## src/rtl/rk4_pkg.sv

```systemverilog
package rk4_pkg;

   // State number format and the fixed formats of the register and result fields.
   localparam int STATE_WIDTH     = 32;
   localparam int STATE_FRAC_BITS = 28;
   localparam int IO_W            = 32;
   localparam int IO_FRAC         = 28;
   localparam int CFG_W           = 32;
   localparam int COUNT_W         = 24;
   localparam int OMEGA_FRAC      = 24;
   localparam int DT_FRAC         = 32;
   localparam int CSR_INDEX_W     = 3;

   localparam int UP_SHIFT   = (STATE_FRAC_BITS >= IO_FRAC) ? STATE_FRAC_BITS - IO_FRAC : 0;
   localparam int DOWN_SHIFT = (STATE_FRAC_BITS < IO_FRAC) ? IO_FRAC - STATE_FRAC_BITS : 0;

   // Weighted slope sums carry three more bits than the state.
   localparam int SUM_W      = STATE_WIDTH + 3;
   localparam int QUOT_W     = STATE_WIDTH + 1;
   localparam int DIV_DIGITS = (SUM_W + 3) / 4;
   localparam int DIV_W      = DIV_DIGITS * 4;
   localparam int DIV_CNT_W  = $clog2(DIV_DIGITS + 1);
   localparam int CONV_W     = IO_W + STATE_WIDTH + 2;

   // Multiplier datapath widths.
   localparam int PROD_W = STATE_WIDTH + CFG_W;
   localparam int RND_W  = PROD_W + 1;

   // Reciprocal of six scaled by 2^8, exact for dividends below 96.
   localparam logic [5:0] RECIP_SIX = 6'd43;
   localparam logic [6:0] SIX       = 7'd6;

   localparam logic [CFG_W-1:0]   OMEGA_RESET         = 32'd16777216;
   localparam logic [CFG_W-1:0]   STEP_SIZE_RESET     = 32'd42949673;
   localparam logic [COUNT_W-1:0] TOTAL_STEPS_RESET   = 24'd1000;
   localparam logic [CFG_W-1:0]   INIT_POSITION_RESET = 32'd265106866;
   localparam logic [CFG_W-1:0]   INIT_VELOCITY_RESET = 32'd0;

   typedef logic signed [STATE_WIDTH-1:0] state_type;
   typedef logic signed [SUM_W-1:0]       sum_type;
   typedef logic signed [QUOT_W-1:0]      quot_type;

   typedef enum logic [CSR_INDEX_W-1:0] {
      CSR_OMEGA         = 3'd0,
      CSR_STEP_SIZE     = 3'd1,
      CSR_TOTAL_STEPS   = 3'd2,
      CSR_INIT_POSITION = 3'd3,
      CSR_INIT_VELOCITY = 3'd4
   } csr_reg_type;

   typedef enum logic {
      SHIFT_OMEGA,
      SHIFT_DT
   } shift_sel_type;

   typedef enum logic [2:0] {
      SEQ_IDLE,
      SEQ_ISSUE,
      SEQ_WAIT,
      SEQ_AUX,
      SEQ_DIV_START,
      SEQ_DIV_WAIT,
      SEQ_FINAL,
      SEQ_OUT
   } seq_state_type;

   typedef struct packed {
      logic             start;
      state_type        a;
      logic [CFG_W-1:0] b;
      shift_sel_type    shift;
      logic             neg;
   } mul_req_type;

   typedef struct packed {
      logic      done;
      state_type value;
      logic      sat;
   } mul_rsp_type;

   typedef struct packed {
      logic     done;
      quot_type quot;
   } div_rsp_type;

   typedef struct packed {
      state_type value;
      logic      sat;
   } sat_val_type;

   typedef struct packed {
      logic [IO_W-1:0] value;
      logic            sat;
   } io_val_type;

   localparam logic signed [STATE_WIDTH+1:0] SUM_SMAX = {3'b000, {(STATE_WIDTH-1){1'b1}}};
   localparam logic signed [STATE_WIDTH+1:0] SUM_SMIN = {3'b111, {(STATE_WIDTH-1){1'b0}}};
   localparam logic signed [CONV_W-1:0] CONV_SMAX =
      {{(CONV_W-STATE_WIDTH+1){1'b0}}, {(STATE_WIDTH-1){1'b1}}};
   localparam logic signed [CONV_W-1:0] CONV_SMIN =
      {{(CONV_W-STATE_WIDTH+1){1'b1}}, {(STATE_WIDTH-1){1'b0}}};
   localparam logic signed [CONV_W-1:0] CONV_IO_MAX =
      {{(CONV_W-IO_W+1){1'b0}}, {(IO_W-1){1'b1}}};
   localparam logic signed [CONV_W-1:0] CONV_IO_MIN =
      {{(CONV_W-IO_W+1){1'b1}}, {(IO_W-1){1'b0}}};

   function automatic sat_val_type clamp_sum(logic signed [STATE_WIDTH+1:0] s);
      sat_val_type r;
      if (s > SUM_SMAX) begin
         r.value = SUM_SMAX[STATE_WIDTH-1:0];
         r.sat   = 1'b1;
      end else if (s < SUM_SMIN) begin
         r.value = SUM_SMIN[STATE_WIDTH-1:0];
         r.sat   = 1'b1;
      end else begin
         r.value = s[STATE_WIDTH-1:0];
         r.sat   = 1'b0;
      end
      return r;
   endfunction

   function automatic sat_val_type sat_add(state_type a, logic signed [STATE_WIDTH:0] b);
      logic signed [STATE_WIDTH+1:0] s;
      s = (STATE_WIDTH+2)'(a) + (STATE_WIDTH+2)'(b);
      return clamp_sum(s);
   endfunction

   function automatic sat_val_type to_state(logic [IO_W-1:0] reg_value);
      logic signed [CONV_W-1:0] w;
      sat_val_type              r;
      w = CONV_W'(signed'(reg_value));
      w = w <<< UP_SHIFT;
      w = w >>> DOWN_SHIFT;
      if (w > CONV_SMAX) begin
         r.value = CONV_SMAX[STATE_WIDTH-1:0];
         r.sat   = 1'b1;
      end else if (w < CONV_SMIN) begin
         r.value = CONV_SMIN[STATE_WIDTH-1:0];
         r.sat   = 1'b1;
      end else begin
         r.value = w[STATE_WIDTH-1:0];
         r.sat   = 1'b0;
      end
      return r;
   endfunction

   function automatic io_val_type to_io(state_type v);
      logic signed [CONV_W-1:0] w;
      io_val_type               r;
      w = CONV_W'(v);
      w = w >>> UP_SHIFT;
      w = w <<< DOWN_SHIFT;
      if (w > CONV_IO_MAX) begin
         r.value = CONV_IO_MAX[IO_W-1:0];
         r.sat   = 1'b1;
      end else if (w < CONV_IO_MIN) begin
         r.value = CONV_IO_MIN[IO_W-1:0];
         r.sat   = 1'b1;
      end else begin
         r.value = w[IO_W-1:0];
         r.sat   = 1'b0;
      end
      return r;
   endfunction

endpackage

```

## src/rtl/rk4_if.sv

```systemverilog
interface rk4_req_if;
   logic valid;
   logic ready;
   logic restart;

   modport source (output valid, output restart, input ready);
   modport sink (input valid, input restart, output ready);
endinterface

interface rk4_rsp_if;
   logic        valid;
   logic        ready;
   logic [31:0] position;
   logic [31:0] velocity;
   logic [23:0] step_index;
   logic        last_step;
   logic        idle_tick;
   logic        saturated;

   modport source (output valid, output position, output velocity, output step_index,
                   output last_step, output idle_tick, output saturated, input ready);
   modport sink (input valid, input position, input velocity, input step_index,
                 input last_step, input idle_tick, input saturated, output ready);
endinterface

interface rk4_csr_if;
   logic        valid;
   logic        ready;
   logic [2:0]  index;
   logic [31:0] data;

   modport source (output valid, output index, output data, input ready);
   modport sink (input valid, input index, input data, output ready);
endinterface

```

## src/rtl/rk4_harmonic_oscillator_step_core.sv

```systemverilog
// A tick that takes a step holds the block through sixteen passes through the shared
// three-stage multiplier, three stage-point updates, and a nine-digit divide by six run
// on position and velocity side by side.
// A tick after the run has ended goes from acceptance straight to the output state.
// One tick is in flight at a time; a finished beat may wait in the output register.
// Synchronous active-high reset loads the register defaults and the initial state.
module rk4_harmonic_oscillator_step_core
   import rk4_pkg::*;
(
   input logic         clock,
   input logic         reset,
   rk4_req_if.sink     req_bus,
   rk4_rsp_if.source   rsp_bus,
   rk4_csr_if.sink     csr_bus
);

   logic [CFG_W-1:0]   omega_ff;
   logic [CFG_W-1:0]   step_size_ff;
   logic [COUNT_W-1:0] total_ff;
   logic [CFG_W-1:0]   init_pos_ff;
   logic [CFG_W-1:0]   init_vel_ff;

   seq_state_type      state_ff, state_in;
   logic [1:0]         slope_ff, slope_in;
   logic [1:0]         sub_ff, sub_in;
   state_type          x_ff, x_in, v_ff, v_in;
   state_type          xa_ff, xa_in, va_ff, va_in;
   state_type          kp_ff, kp_in, kv_ff, kv_in, t_ff, t_in;
   sum_type            sp_ff, sp_in, sv_ff, sv_in;
   logic [COUNT_W-1:0] cnt_ff, cnt_in, idx_ff, idx_in;
   logic               last_ff, last_in, idle_ff, idle_in, sat_ff, sat_in;

   logic               rsp_valid_ff, rsp_valid_in;
   logic [IO_W-1:0]    rsp_pos_ff, rsp_pos_in, rsp_vel_ff, rsp_vel_in;
   logic [COUNT_W-1:0] rsp_idx_ff, rsp_idx_in;
   logic               rsp_last_ff, rsp_last_in, rsp_idle_ff, rsp_idle_in;
   logic               rsp_sat_ff, rsp_sat_in;

   mul_req_type        mul_req;
   mul_rsp_type        mul_rsp;
   logic               div_start;
   div_rsp_type        div_p_rsp, div_v_rsp;

   sat_val_type        ld_x, ld_v, aux_x, aux_v, fin_x, fin_v;
   io_val_type         io_x, io_v;
   logic [COUNT_W-1:0] eff_cnt, cnt_next;
   logic               heavy;
   sum_type            w_res;
   logic signed [STATE_WIDTH:0] step_kp, step_kv;

   rk4_mul u_mul (
      .clock (clock),
      .reset (reset),
      .req   (mul_req),
      .rsp   (mul_rsp)
   );

   rk4_div6 u_div_pos (
      .clock    (clock),
      .reset    (reset),
      .start    (div_start),
      .dividend (sp_ff),
      .rsp      (div_p_rsp)
   );

   rk4_div6 u_div_vel (
      .clock    (clock),
      .reset    (reset),
      .start    (div_start),
      .dividend (sv_ff),
      .rsp      (div_v_rsp)
   );

   assign csr_bus.ready = 1'b1;
   assign req_bus.ready = (state_ff == SEQ_IDLE);

   assign rsp_bus.valid      = rsp_valid_ff;
   assign rsp_bus.position   = rsp_pos_ff;
   assign rsp_bus.velocity   = rsp_vel_ff;
   assign rsp_bus.step_index = rsp_idx_ff;
   assign rsp_bus.last_step  = rsp_last_ff;
   assign rsp_bus.idle_tick  = rsp_idle_ff;
   assign rsp_bus.saturated  = rsp_sat_ff;

   // Operand selection for the four products of one slope pair.
   always_comb begin
      mul_req.start = (state_ff == SEQ_ISSUE);
      unique case (sub_ff)
         2'd0: begin
            mul_req.a     = va_ff;
            mul_req.b     = step_size_ff;
            mul_req.shift = SHIFT_DT;
            mul_req.neg   = 1'b0;
         end
         2'd1: begin
            mul_req.a     = xa_ff;
            mul_req.b     = omega_ff;
            mul_req.shift = SHIFT_OMEGA;
            mul_req.neg   = 1'b0;
         end
         2'd2: begin
            mul_req.a     = t_ff;
            mul_req.b     = omega_ff;
            mul_req.shift = SHIFT_OMEGA;
            mul_req.neg   = 1'b0;
         end
         default: begin
            mul_req.a     = t_ff;
            mul_req.b     = step_size_ff;
            mul_req.shift = SHIFT_DT;
            mul_req.neg   = 1'b1;
         end
      endcase
   end

   always_comb begin
      ld_x    = to_state(init_pos_ff);
      ld_v    = to_state(init_vel_ff);
      eff_cnt = req_bus.restart ? '0 : cnt_ff;
      cnt_next = cnt_ff + COUNT_W'(1);

      // The middle two slopes count twice in the weighted sum.
      heavy = (slope_ff == 2'd1) || (slope_ff == 2'd2);
      w_res = heavy ? (SUM_W'(mul_rsp.value) <<< 1) : SUM_W'(mul_rsp.value);

      // The first two stage points use half a slope, the last one a full slope.
      step_kp = (slope_ff == 2'd2) ? (STATE_WIDTH+1)'(kp_ff) : (STATE_WIDTH+1)'(kp_ff >>> 1);
      step_kv = (slope_ff == 2'd2) ? (STATE_WIDTH+1)'(kv_ff) : (STATE_WIDTH+1)'(kv_ff >>> 1);
      aux_x   = sat_add(x_ff, step_kp);
      aux_v   = sat_add(v_ff, step_kv);
      fin_x   = sat_add(x_ff, div_p_rsp.quot);
      fin_v   = sat_add(v_ff, div_v_rsp.quot);
      io_x    = to_io(x_ff);
      io_v    = to_io(v_ff);
   end

   always_comb begin
      state_in = state_ff;
      slope_in = slope_ff;
      sub_in   = sub_ff;
      x_in     = x_ff;
      v_in     = v_ff;
      xa_in    = xa_ff;
      va_in    = va_ff;
      kp_in    = kp_ff;
      kv_in    = kv_ff;
      t_in     = t_ff;
      sp_in    = sp_ff;
      sv_in    = sv_ff;
      cnt_in   = cnt_ff;
      idx_in   = idx_ff;
      last_in  = last_ff;
      idle_in  = idle_ff;
      sat_in   = sat_ff;
      div_start = 1'b0;

      rsp_valid_in = rsp_valid_ff & ~rsp_bus.ready;
      rsp_pos_in   = rsp_pos_ff;
      rsp_vel_in   = rsp_vel_ff;
      rsp_idx_in   = rsp_idx_ff;
      rsp_last_in  = rsp_last_ff;
      rsp_idle_in  = rsp_idle_ff;
      rsp_sat_in   = rsp_sat_ff;

      unique case (state_ff)
         SEQ_IDLE: begin
            if (req_bus.valid) begin
               sat_in = 1'b0;
               xa_in  = x_ff;
               va_in  = v_ff;
               if (req_bus.restart) begin
                  x_in   = ld_x.value;
                  v_in   = ld_v.value;
                  xa_in  = ld_x.value;
                  va_in  = ld_v.value;
                  sat_in = ld_x.sat | ld_v.sat;
               end
               cnt_in   = eff_cnt;
               idx_in   = eff_cnt;
               last_in  = 1'b0;
               sp_in    = '0;
               sv_in    = '0;
               slope_in = 2'd0;
               sub_in   = 2'd0;
               if (eff_cnt >= total_ff) begin
                  idle_in  = 1'b1;
                  state_in = SEQ_OUT;
               end else begin
                  idle_in  = 1'b0;
                  state_in = SEQ_ISSUE;
               end
            end
         end
         SEQ_ISSUE: begin
            state_in = SEQ_WAIT;
         end
         SEQ_WAIT: begin
            if (mul_rsp.done) begin
               sat_in = sat_ff | mul_rsp.sat;
               unique case (sub_ff)
                  2'd0: begin
                     kp_in = mul_rsp.value;
                     sp_in = sp_ff + w_res;
                  end
                  2'd1, 2'd2: begin
                     t_in = mul_rsp.value;
                  end
                  default: begin
                     kv_in = mul_rsp.value;
                     sv_in = sv_ff + w_res;
                  end
               endcase
               if (sub_ff != 2'd3) begin
                  sub_in   = sub_ff + 2'd1;
                  state_in = SEQ_ISSUE;
               end else begin
                  sub_in   = 2'd0;
                  state_in = (slope_ff == 2'd3) ? SEQ_DIV_START : SEQ_AUX;
               end
            end
         end
         SEQ_AUX: begin
            xa_in    = aux_x.value;
            va_in    = aux_v.value;
            sat_in   = sat_ff | aux_x.sat | aux_v.sat;
            slope_in = slope_ff + 2'd1;
            state_in = SEQ_ISSUE;
         end
         SEQ_DIV_START: begin
            div_start = 1'b1;
            state_in  = SEQ_DIV_WAIT;
         end
         SEQ_DIV_WAIT: begin
            if (div_p_rsp.done) begin
               state_in = SEQ_FINAL;
            end
         end
         SEQ_FINAL: begin
            x_in     = fin_x.value;
            v_in     = fin_v.value;
            sat_in   = sat_ff | fin_x.sat | fin_v.sat;
            cnt_in   = cnt_next;
            last_in  = (cnt_next == total_ff);
            state_in = SEQ_OUT;
         end
         default: begin
            if (!rsp_valid_ff || rsp_bus.ready) begin
               rsp_valid_in = 1'b1;
               rsp_pos_in   = io_x.value;
               rsp_vel_in   = io_v.value;
               rsp_idx_in   = idx_ff;
               rsp_last_in  = last_ff;
               rsp_idle_in  = idle_ff;
               rsp_sat_in   = sat_ff | io_x.sat | io_v.sat;
               state_in     = SEQ_IDLE;
            end
         end
      endcase
   end

   always_ff @(posedge clock) begin
      if (reset) begin
         omega_ff     <= OMEGA_RESET;
         step_size_ff <= STEP_SIZE_RESET;
         total_ff     <= TOTAL_STEPS_RESET;
         init_pos_ff  <= INIT_POSITION_RESET;
         init_vel_ff  <= INIT_VELOCITY_RESET;
      end else if (csr_bus.valid) begin
         unique case (csr_bus.index)
            CSR_OMEGA:         omega_ff     <= csr_bus.data;
            CSR_STEP_SIZE:     step_size_ff <= csr_bus.data;
            CSR_TOTAL_STEPS:   total_ff     <= csr_bus.data[COUNT_W-1:0];
            CSR_INIT_POSITION: init_pos_ff  <= csr_bus.data;
            CSR_INIT_VELOCITY: init_vel_ff  <= csr_bus.data;
            default: begin
               // Writes to unassigned indexes are dropped.
            end
         endcase
      end
   end

   always_ff @(posedge clock) begin
      if (reset) begin
         state_ff     <= SEQ_IDLE;
         slope_ff     <= 2'd0;
         sub_ff       <= 2'd0;
         x_ff         <= to_state(INIT_POSITION_RESET).value;
         v_ff         <= to_state(INIT_VELOCITY_RESET).value;
         cnt_ff       <= '0;
         rsp_valid_ff <= 1'b0;
      end else begin
         state_ff     <= state_in;
         slope_ff     <= slope_in;
         sub_ff       <= sub_in;
         x_ff         <= x_in;
         v_ff         <= v_in;
         cnt_ff       <= cnt_in;
         rsp_valid_ff <= rsp_valid_in;
      end
   end

   always_ff @(posedge clock) begin
      xa_ff       <= xa_in;
      va_ff       <= va_in;
      kp_ff       <= kp_in;
      kv_ff       <= kv_in;
      t_ff        <= t_in;
      sp_ff       <= sp_in;
      sv_ff       <= sv_in;
      idx_ff      <= idx_in;
      last_ff     <= last_in;
      idle_ff     <= idle_in;
      sat_ff      <= sat_in;
      rsp_pos_ff  <= rsp_pos_in;
      rsp_vel_ff  <= rsp_vel_in;
      rsp_idx_ff  <= rsp_idx_in;
      rsp_last_ff <= rsp_last_in;
      rsp_idle_ff <= rsp_idle_in;
      rsp_sat_ff  <= rsp_sat_in;
   end

endmodule

```

## src/rtl/rk4_mul.sv

```systemverilog
module rk4_mul
   import rk4_pkg::*;
(
   input  logic        clock,
   input  logic        reset,
   input  mul_req_type req,
   output mul_rsp_type rsp
);

   // Stage A: magnitude and result sign.
   logic                   a_valid_ff, a_valid_in;
   logic [STATE_WIDTH-1:0] mag_ff, mag_in;
   logic [CFG_W-1:0]       b_ff;
   shift_sel_type          a_shift_ff;
   logic                   a_negr_ff, a_negr_in;

   // Stage B: full product.
   logic                   b_valid_ff;
   logic [PROD_W-1:0]      prod_ff, prod_in;
   shift_sel_type          b_shift_ff;
   logic                   b_negr_ff;

   // Stage C: rounded, clamped and signed result.
   logic                   c_valid_ff;
   state_type              value_ff, value_in;
   logic                   sat_ff, sat_in;

   logic [RND_W-1:0]       rnd;
   logic [RND_W-1:0]       shifted;
   logic [RND_W-1:0]       lim;
   logic [RND_W-1:0]       mag_r;
   state_type              mag_s;

   always_comb begin
      a_valid_in = req.start;
      a_negr_in  = req.a[STATE_WIDTH-1] ^ req.neg;
      mag_in     = req.a[STATE_WIDTH-1] ? STATE_WIDTH'(-req.a) : STATE_WIDTH'(req.a);
      prod_in    = PROD_W'(mag_ff) * PROD_W'(b_ff);
   end

   always_comb begin
      if (b_shift_ff == SHIFT_OMEGA) begin
         rnd     = RND_W'(prod_ff) + (RND_W'(1) << (OMEGA_FRAC - 1));
         shifted = rnd >> OMEGA_FRAC;
      end else begin
         rnd     = RND_W'(prod_ff) + (RND_W'(1) << (DT_FRAC - 1));
         shifted = rnd >> DT_FRAC;
      end
      // A negative result may reach one past the positive limit.
      lim    = b_negr_ff ? (RND_W'(1) << (STATE_WIDTH - 1))
                         : ((RND_W'(1) << (STATE_WIDTH - 1)) - RND_W'(1));
      sat_in = shifted > lim;
      mag_r  = sat_in ? lim : shifted;
      mag_s  = mag_r[STATE_WIDTH-1:0];
      value_in = b_negr_ff ? -mag_s : mag_s;
   end

   always_ff @(posedge clock) begin
      if (reset) begin
         a_valid_ff <= 1'b0;
         b_valid_ff <= 1'b0;
         c_valid_ff <= 1'b0;
      end else begin
         a_valid_ff <= a_valid_in;
         b_valid_ff <= a_valid_ff;
         c_valid_ff <= b_valid_ff;
      end
   end

   always_ff @(posedge clock) begin
      mag_ff     <= mag_in;
      b_ff       <= req.b;
      a_shift_ff <= req.shift;
      a_negr_ff  <= a_negr_in;
      prod_ff    <= prod_in;
      b_shift_ff <= a_shift_ff;
      b_negr_ff  <= a_negr_ff;
      value_ff   <= value_in;
      sat_ff     <= sat_in;
   end

   assign rsp.done  = c_valid_ff;
   assign rsp.value = value_ff;
   assign rsp.sat   = sat_ff;

endmodule

```

## src/rtl/rk4_div6.sv

```systemverilog
module rk4_div6
   import rk4_pkg::*;
(
   input  logic        clock,
   input  logic        reset,
   input  logic        start,
   input  sum_type     dividend,
   output div_rsp_type rsp
);

   logic                 busy_ff, busy_in;
   logic                 done_ff, done_in;
   logic [DIV_CNT_W-1:0] cnt_ff, cnt_in;
   logic [DIV_W-1:0]     mag_ff, mag_in;
   logic [DIV_W-1:0]     quot_ff, quot_in;
   logic [2:0]           rem_ff, rem_in;
   logic                 neg_ff, neg_in;
   quot_type             res_ff, res_in;

   sum_type              start_mag;
   logic [6:0]           partial;
   logic [11:0]          scaled;
   logic [3:0]           digit;
   logic [6:0]           rem_wide;
   logic [DIV_W-1:0]     quot_next;
   quot_type             quot_final;

   always_comb begin
      // Floor toward minus infinity: a negative sum divides its magnitude plus five.
      start_mag = dividend[SUM_W-1] ? (-dividend + SUM_W'(5)) : dividend;

      partial   = {rem_ff, mag_ff[DIV_W-1 -: 4]};
      scaled    = 12'(partial) * 12'(RECIP_SIX);
      digit     = scaled[11:8];
      rem_wide  = partial - 7'(digit) * SIX;
      quot_next = {quot_ff[DIV_W-5:0], digit};
      quot_final = quot_next[QUOT_W-1:0];

      busy_in = busy_ff;
      done_in = 1'b0;
      cnt_in  = cnt_ff;
      mag_in  = mag_ff;
      quot_in = quot_ff;
      rem_in  = rem_ff;
      neg_in  = neg_ff;
      res_in  = res_ff;

      if (start) begin
         busy_in = 1'b1;
         cnt_in  = DIV_CNT_W'(DIV_DIGITS);
         mag_in  = DIV_W'($unsigned(start_mag));
         quot_in = '0;
         rem_in  = '0;
         neg_in  = dividend[SUM_W-1];
      end else if (busy_ff) begin
         cnt_in  = cnt_ff - DIV_CNT_W'(1);
         mag_in  = mag_ff << 4;
         quot_in = quot_next;
         rem_in  = rem_wide[2:0];
         if (cnt_ff == DIV_CNT_W'(1)) begin
            busy_in = 1'b0;
            done_in = 1'b1;
            res_in  = neg_ff ? -quot_final : quot_final;
         end
      end
   end

   always_ff @(posedge clock) begin
      if (reset) begin
         busy_ff <= 1'b0;
         done_ff <= 1'b0;
         cnt_ff  <= '0;
      end else begin
         busy_ff <= busy_in;
         done_ff <= done_in;
         cnt_ff  <= cnt_in;
      end
   end

   always_ff @(posedge clock) begin
      mag_ff  <= mag_in;
      quot_ff <= quot_in;
      rem_ff  <= rem_in;
      neg_ff  <= neg_in;
      res_ff  <= res_in;
   end

   assign rsp.done = done_ff;
   assign rsp.quot = res_ff;

endmodule

```

## src/flat_wrapper.sv

```systemverilog
// flat-port wrapper written by rule: the top's interface ports become plain ports
module rk4_harmonic_oscillator_step_core_flat import rk4_pkg::*;
  (clock, reset, req_bus_valid, req_bus_restart, req_bus_ready, rsp_bus_valid, rsp_bus_position, rsp_bus_velocity, rsp_bus_step_index, rsp_bus_last_step, rsp_bus_idle_tick, rsp_bus_saturated, rsp_bus_ready, csr_bus_valid, csr_bus_index, csr_bus_data, csr_bus_ready);
  rk4_req_if req_bus_i ();
  rk4_rsp_if rsp_bus_i ();
  rk4_csr_if csr_bus_i ();
  input logic clock;
  input logic reset;
  input wire logic [$bits(req_bus_i.valid)-1:0] req_bus_valid;
  input wire logic [$bits(req_bus_i.restart)-1:0] req_bus_restart;
  output wire logic [$bits(req_bus_i.ready)-1:0] req_bus_ready;
  output wire logic [$bits(rsp_bus_i.valid)-1:0] rsp_bus_valid;
  output wire logic [$bits(rsp_bus_i.position)-1:0] rsp_bus_position;
  output wire logic [$bits(rsp_bus_i.velocity)-1:0] rsp_bus_velocity;
  output wire logic [$bits(rsp_bus_i.step_index)-1:0] rsp_bus_step_index;
  output wire logic [$bits(rsp_bus_i.last_step)-1:0] rsp_bus_last_step;
  output wire logic [$bits(rsp_bus_i.idle_tick)-1:0] rsp_bus_idle_tick;
  output wire logic [$bits(rsp_bus_i.saturated)-1:0] rsp_bus_saturated;
  input wire logic [$bits(rsp_bus_i.ready)-1:0] rsp_bus_ready;
  input wire logic [$bits(csr_bus_i.valid)-1:0] csr_bus_valid;
  input wire logic [$bits(csr_bus_i.index)-1:0] csr_bus_index;
  input wire logic [$bits(csr_bus_i.data)-1:0] csr_bus_data;
  output wire logic [$bits(csr_bus_i.ready)-1:0] csr_bus_ready;
  assign req_bus_i.valid = req_bus_valid;
  assign req_bus_i.restart = req_bus_restart;
  assign req_bus_ready = req_bus_i.ready;
  assign rsp_bus_valid = rsp_bus_i.valid;
  assign rsp_bus_position = rsp_bus_i.position;
  assign rsp_bus_velocity = rsp_bus_i.velocity;
  assign rsp_bus_step_index = rsp_bus_i.step_index;
  assign rsp_bus_last_step = rsp_bus_i.last_step;
  assign rsp_bus_idle_tick = rsp_bus_i.idle_tick;
  assign rsp_bus_saturated = rsp_bus_i.saturated;
  assign rsp_bus_i.ready = rsp_bus_ready;
  assign csr_bus_i.valid = csr_bus_valid;
  assign csr_bus_i.index = csr_bus_index;
  assign csr_bus_i.data = csr_bus_data;
  assign csr_bus_ready = csr_bus_i.ready;
  rk4_harmonic_oscillator_step_core u_core (.clock(clock), .reset(reset), .req_bus(req_bus_i), .rsp_bus(rsp_bus_i), .csr_bus(csr_bus_i));
endmodule
```

## config.mk

```make
export PLATFORM = sky130hd
export DESIGN_NAME = rk4_harmonic_oscillator_step_core_flat
export DESIGN_NICKNAME = d
export VERILOG_FILES = /design/src/rtl/rk4_pkg.sv /design/src/rtl/rk4_if.sv /design/src/rtl/rk4_harmonic_oscillator_step_core.sv /design/src/rtl/rk4_mul.sv /design/src/rtl/rk4_div6.sv /design/src/flat_wrapper.sv
export SDC_FILE = /design/constraint.sdc
export NUM_CORES = 2
export LEC_CHECK = 0
export BUFFER_PORTS_ARGS = -buffer_cell sky130_fd_sc_hd__buf_2
export CORE_MARGIN = 1
export CORE_UTILIZATION = 41
export CTS_BUF_LIST = sky130_fd_sc_hd__clkbuf_8
export DETAILED_ROUTE_END_ITERATION = 12
export GPL_TIMING_DRIVEN = 0
export PLACE_DENSITY_LB_ADDON = 0.1
export SETUP_SLACK_MARGIN = 0.5
export SYNTH_ARGS = -nofsm -noshare
export SYNTH_HDL_FRONTEND = slang
export SYNTH_SLANG_ARGS = --single-unit
export TNS_END_PERCENT = 50
```

## constraint.sdc

```tcl
create_clock -name clock -period 12.99 [get_ports clock]
set_input_delay 2.598 -clock clock [delete_from_list [all_inputs] [get_ports clock]]
set_output_delay 2.598 -clock clock [all_outputs]
set_load 0.02 [all_outputs]
```

==> results.txt <==
For this run, the post-layout net count is 11100. The pin count of the biggest net entering global routing came out at 46. The number of buffers created by CTS came out at 177. Yosys mapped a number of flops with a built-in enable equal to 486. The data required time at the worst endpoint is 13.74 ns. The number of port buffers is 131. The max capacitance violation total is 1. The setup check on the worst reg-to-reg path leaves a slack of 2.17 ns. The area inside the core boundary came out at 210000 sq um. The total negative slack came out at 0 ns. The TritonCTS clock tree is yes. The synthesized area per cell came out at 9.41 sq um.

Once layout is complete, the utilization of the core stands at 0.452. The final worst clock skew came out at 0.0619 ns. The flip-flop and latch count after synthesis came out at 956. The number of failing setup endpoints in the final timing report came out at 0. The max-slew headroom at the worst pin came out at -0.0319. The level count of the clock H-tree is 4. During I/O placement, the number of pins put on the boundary was 135.

The first global-routing pass estimated 477000 um of wire. In the synthesized netlist the dominant register cell turns out to be edfxtp_1. The global-route usage over all layers is 0.309. The number of violations reported at the end of detailed-routing iteration 0 came out at 5946. The startpoint identified for the worst hold timing path is u_core.u_mul.a_shift_ff.

At the worst endpoint, the arrival time is 11.57 ns. The final hold violation count came out at 0. For hold timing, the worst endpoint is u_core.u_mul.b_shift_ff. The gate count after technology mapping is 9192. The floorplan has 168 rows.

fa_1 takes more of the synthesized area than any other cell. The number of sinks handled by clock tree synthesis came out at 956. Yosys attributes the largest share of cell area to fa_1 21%, edfxtp_1 17%, dfxtp_1 11%. The post-synthesis instance area is 86500 sq um. The worst hold path class is reg -> reg. The post-route DRC violation count came out at 0. The worst register-to-register path has a depth of 26.

The synthesized net count is 10700. The warning count from the yosys run is 0. The clock-pin slew of the registers on the worst-case setup and hold paths came out at 0.06 ns. The layout-stage area growth over the synthesis result is 9.47%. In the final layout, the share of cells above drive strength 1 is 0.0604.

The library cell used as clock root buffer is clkbuf_8. Setup repair after global routing left no endpoint under its margin. Dividing the final minimum period by the clock period gives 0.833. The number of max-slew violations in the final report came out at 3. The routed layout has 69300 vias. In this run the critical register-to-register path is captured at u_core.u_mul.prod_ff[62]. Leaving out fill and tap cells, the most frequent cells in the layout are 1132 x inv_1, 1096 x nand2_1, 913 x fa_1, 628 x and2_1, 590 x ha_1. For this run, the register share of the synthesized area comes to 0.277. The unique cell type count in the Yosys netlist came out at 101. The number of routed nets with antenna violations came out at 0. The die is 461 um tall. The number of cells on the worst hold path is 0.

The average detailed-routed wire length per instance came out at 26.3 um. Of all nets on the critical path, the largest fanout is 10. After detailed routing, the total wire length is 328000 um. The most common cell after layout, fill and taps aside is inv_1. The detailed placement HPWL came out at 265000 um.

The startpoint identified for the worst register-to-register timing path is u_core.u_mul.b_ff[10]. The post-CTS repair timing setup buffer count is 0. The share of the synthesized area in the top cell type is 0.211. The checks that failed: max-capacitance violations, max-slew violations. The worst setup path is launched from a flip-flop. The worst setup path is captured at a flip-flop. The global route total overflow came out at 0. The share of synthesized registers carrying an async set or reset is 0.

The pin slew with the least headroom to its limit is 1.53 ns. By startpoint and endpoint, the worst setup path is classified as reg -> reg. The number of global-route vias before repair is 70200. Derived from the worst setup path, the maximum achievable clock frequency is 0.0924 GHz. The die covers 213000 sq um. Routability-driven placement finished with a final weighted congestion of 1.01. The total iterations of the first detailed-routing run came out at 8. The horizontal die dimension came out at 461 um.

In this run, post-CTS repair resized a total of 0 instances. The number of antenna violations at the first check in global routing came out at 35. The flow ran to the end, but the final reports show violations. The post-route minimum period came out at 10.82 ns. The number of buffers between clock root and the deepest sink came out at 3. Using the TritonRoute via totals, the vias-per-cell ratio works out to 5.55. For this design, the CTS-stage hold fixing added 0 buffers. The later pin in the worst-skew pair is clocked with a latency of 0.96 ns. The initial core utilization is 0.413.
cell usage after synthesis (all sizes together), types with 94 or more instances:
cell	count
nor2	455
nand2	1098
fa	913
xor2	198
a21oi	444
clkbuf	505
nor3	95
and2	629
dfxtp	470
edfxtp	486
nand3	94
mux2i	178
inv	1080
o21ai	355
a21o	151
mux2	102
xnor2	280
ha	590
layer usage:
metal | wire (um) | track usage
met1 | 135000 | 0.392
met2 | 152000 | 0.504
met3 | 21300 | 0.0521
met4 | 19400 | 0.164
met5 | 115 | 0
registers in the layout (all words and copies together), names as in the netlist, 33 cells and up:
name and cells:
u_core.u_div_vel.res_ff 33, u_core.sp_ff 35, u_core.u_div_pos.res_ff 33, u_core.u_div_vel.mag_ff 36, u_core.sv_ff 35, u_core.u_div_pos.mag_ff 36, u_core.u_mul.prod_ff 41
cell families (layout without fill, tap and decap cells):
group                      count (synthesis)  count (layout)  synth area share
AOI/OAI and AO/OA                       1540            1540             0.114
xor gates and xnor gates                 478             478            0.0484
adders and majority gates               1503            1503             0.297
buffers and inverters                   1616            2089            0.0704
DFF                                      956             956             0.277
muxes                                    280             280            0.0339
other                                      1              21         0.0000433
and+or+nand+nor                         2818            2818             0.159
worst max-delay path by stage:
stage	to	start
finish	u_core.u_mul.prod_ff[62]	u_core.u_mul.b_ff[10]
global route	u_core.u_mul.prod_ff[62]	u_core.u_mul.b_ff[7]
CTS	u_core.u_mul.prod_ff[62]	u_core.u_mul.b_ff[10]
detailed placement	u_core.u_mul.prod_ff[62]	u_core.u_mul.b_ff[10]
global placement	u_core.u_mul.prod_ff[62]	u_core.u_mul.b_ff[10]
floorplan	u_core.u_mul.prod_ff[62]	u_core.u_mul.b_ff[31]
critical path: stages (launching register included):
cell,delay [ns]
dfxtp_1,0.71
clkbuf_1,0.92
and2_1,0.27
fa_1,0.41
fa_1,0.41
fa_1,0.54
inv_1,0.05
fa_1,0.53
inv_1,0.05
fa_1,0.51
fa_1,0.45
fa_1,0.54
inv_1,0.05
fa_1,0.52
inv_1,0.05
ha_1,0.38
a21oi_1,0.18
nor2b_1,0.05
o21ai_0,1.16
a31oi_1,0.43
o311ai_1,0.54
a21oi_1,0.25
o31ai_1,0.44
a21oi_1,0.27
and3b_1,0.26
or4_1,0.46
o311ai_0,0.20
stage by stage:
stage	cell area, sq um	worst slack (ns)	hold slack [ns]	instances
5_1_grt	94700	2.12	0.332	12500
3_3_place_gp	90700	1.88	0.315	12100
4_1_cts	94600	2.47	0.328	12500
2_1_floorplan	86500	5.38	0.310	9192
6_report	94700	2.17	0.322	12500
3_5_place_dp	91000	2.50	0.315	12100
area by class of cell:
| class | instances | area, sq um |
|---|---|---|
| Multi-Input combinational cell | 6620 | 56500 |
| Clock inverter | 121 | 797 |
| Fill cell | 20600 | 115000 |
| Clock buffer | 207 | 2850 |
| Buffer | 534 | 2030 |
| Tap cell | 2805 | 3510 |
| Inverter | 1082 | 4060 |
| Timing Repair Buffer | 145 | 911 |
| Antenna cell | 20 | 50.0 |
| Sequential cell | 956 | 24000 |
Power is not shown: default switching activity piles up to over one toggle a cycle in this logic, so the estimate is an artifact.
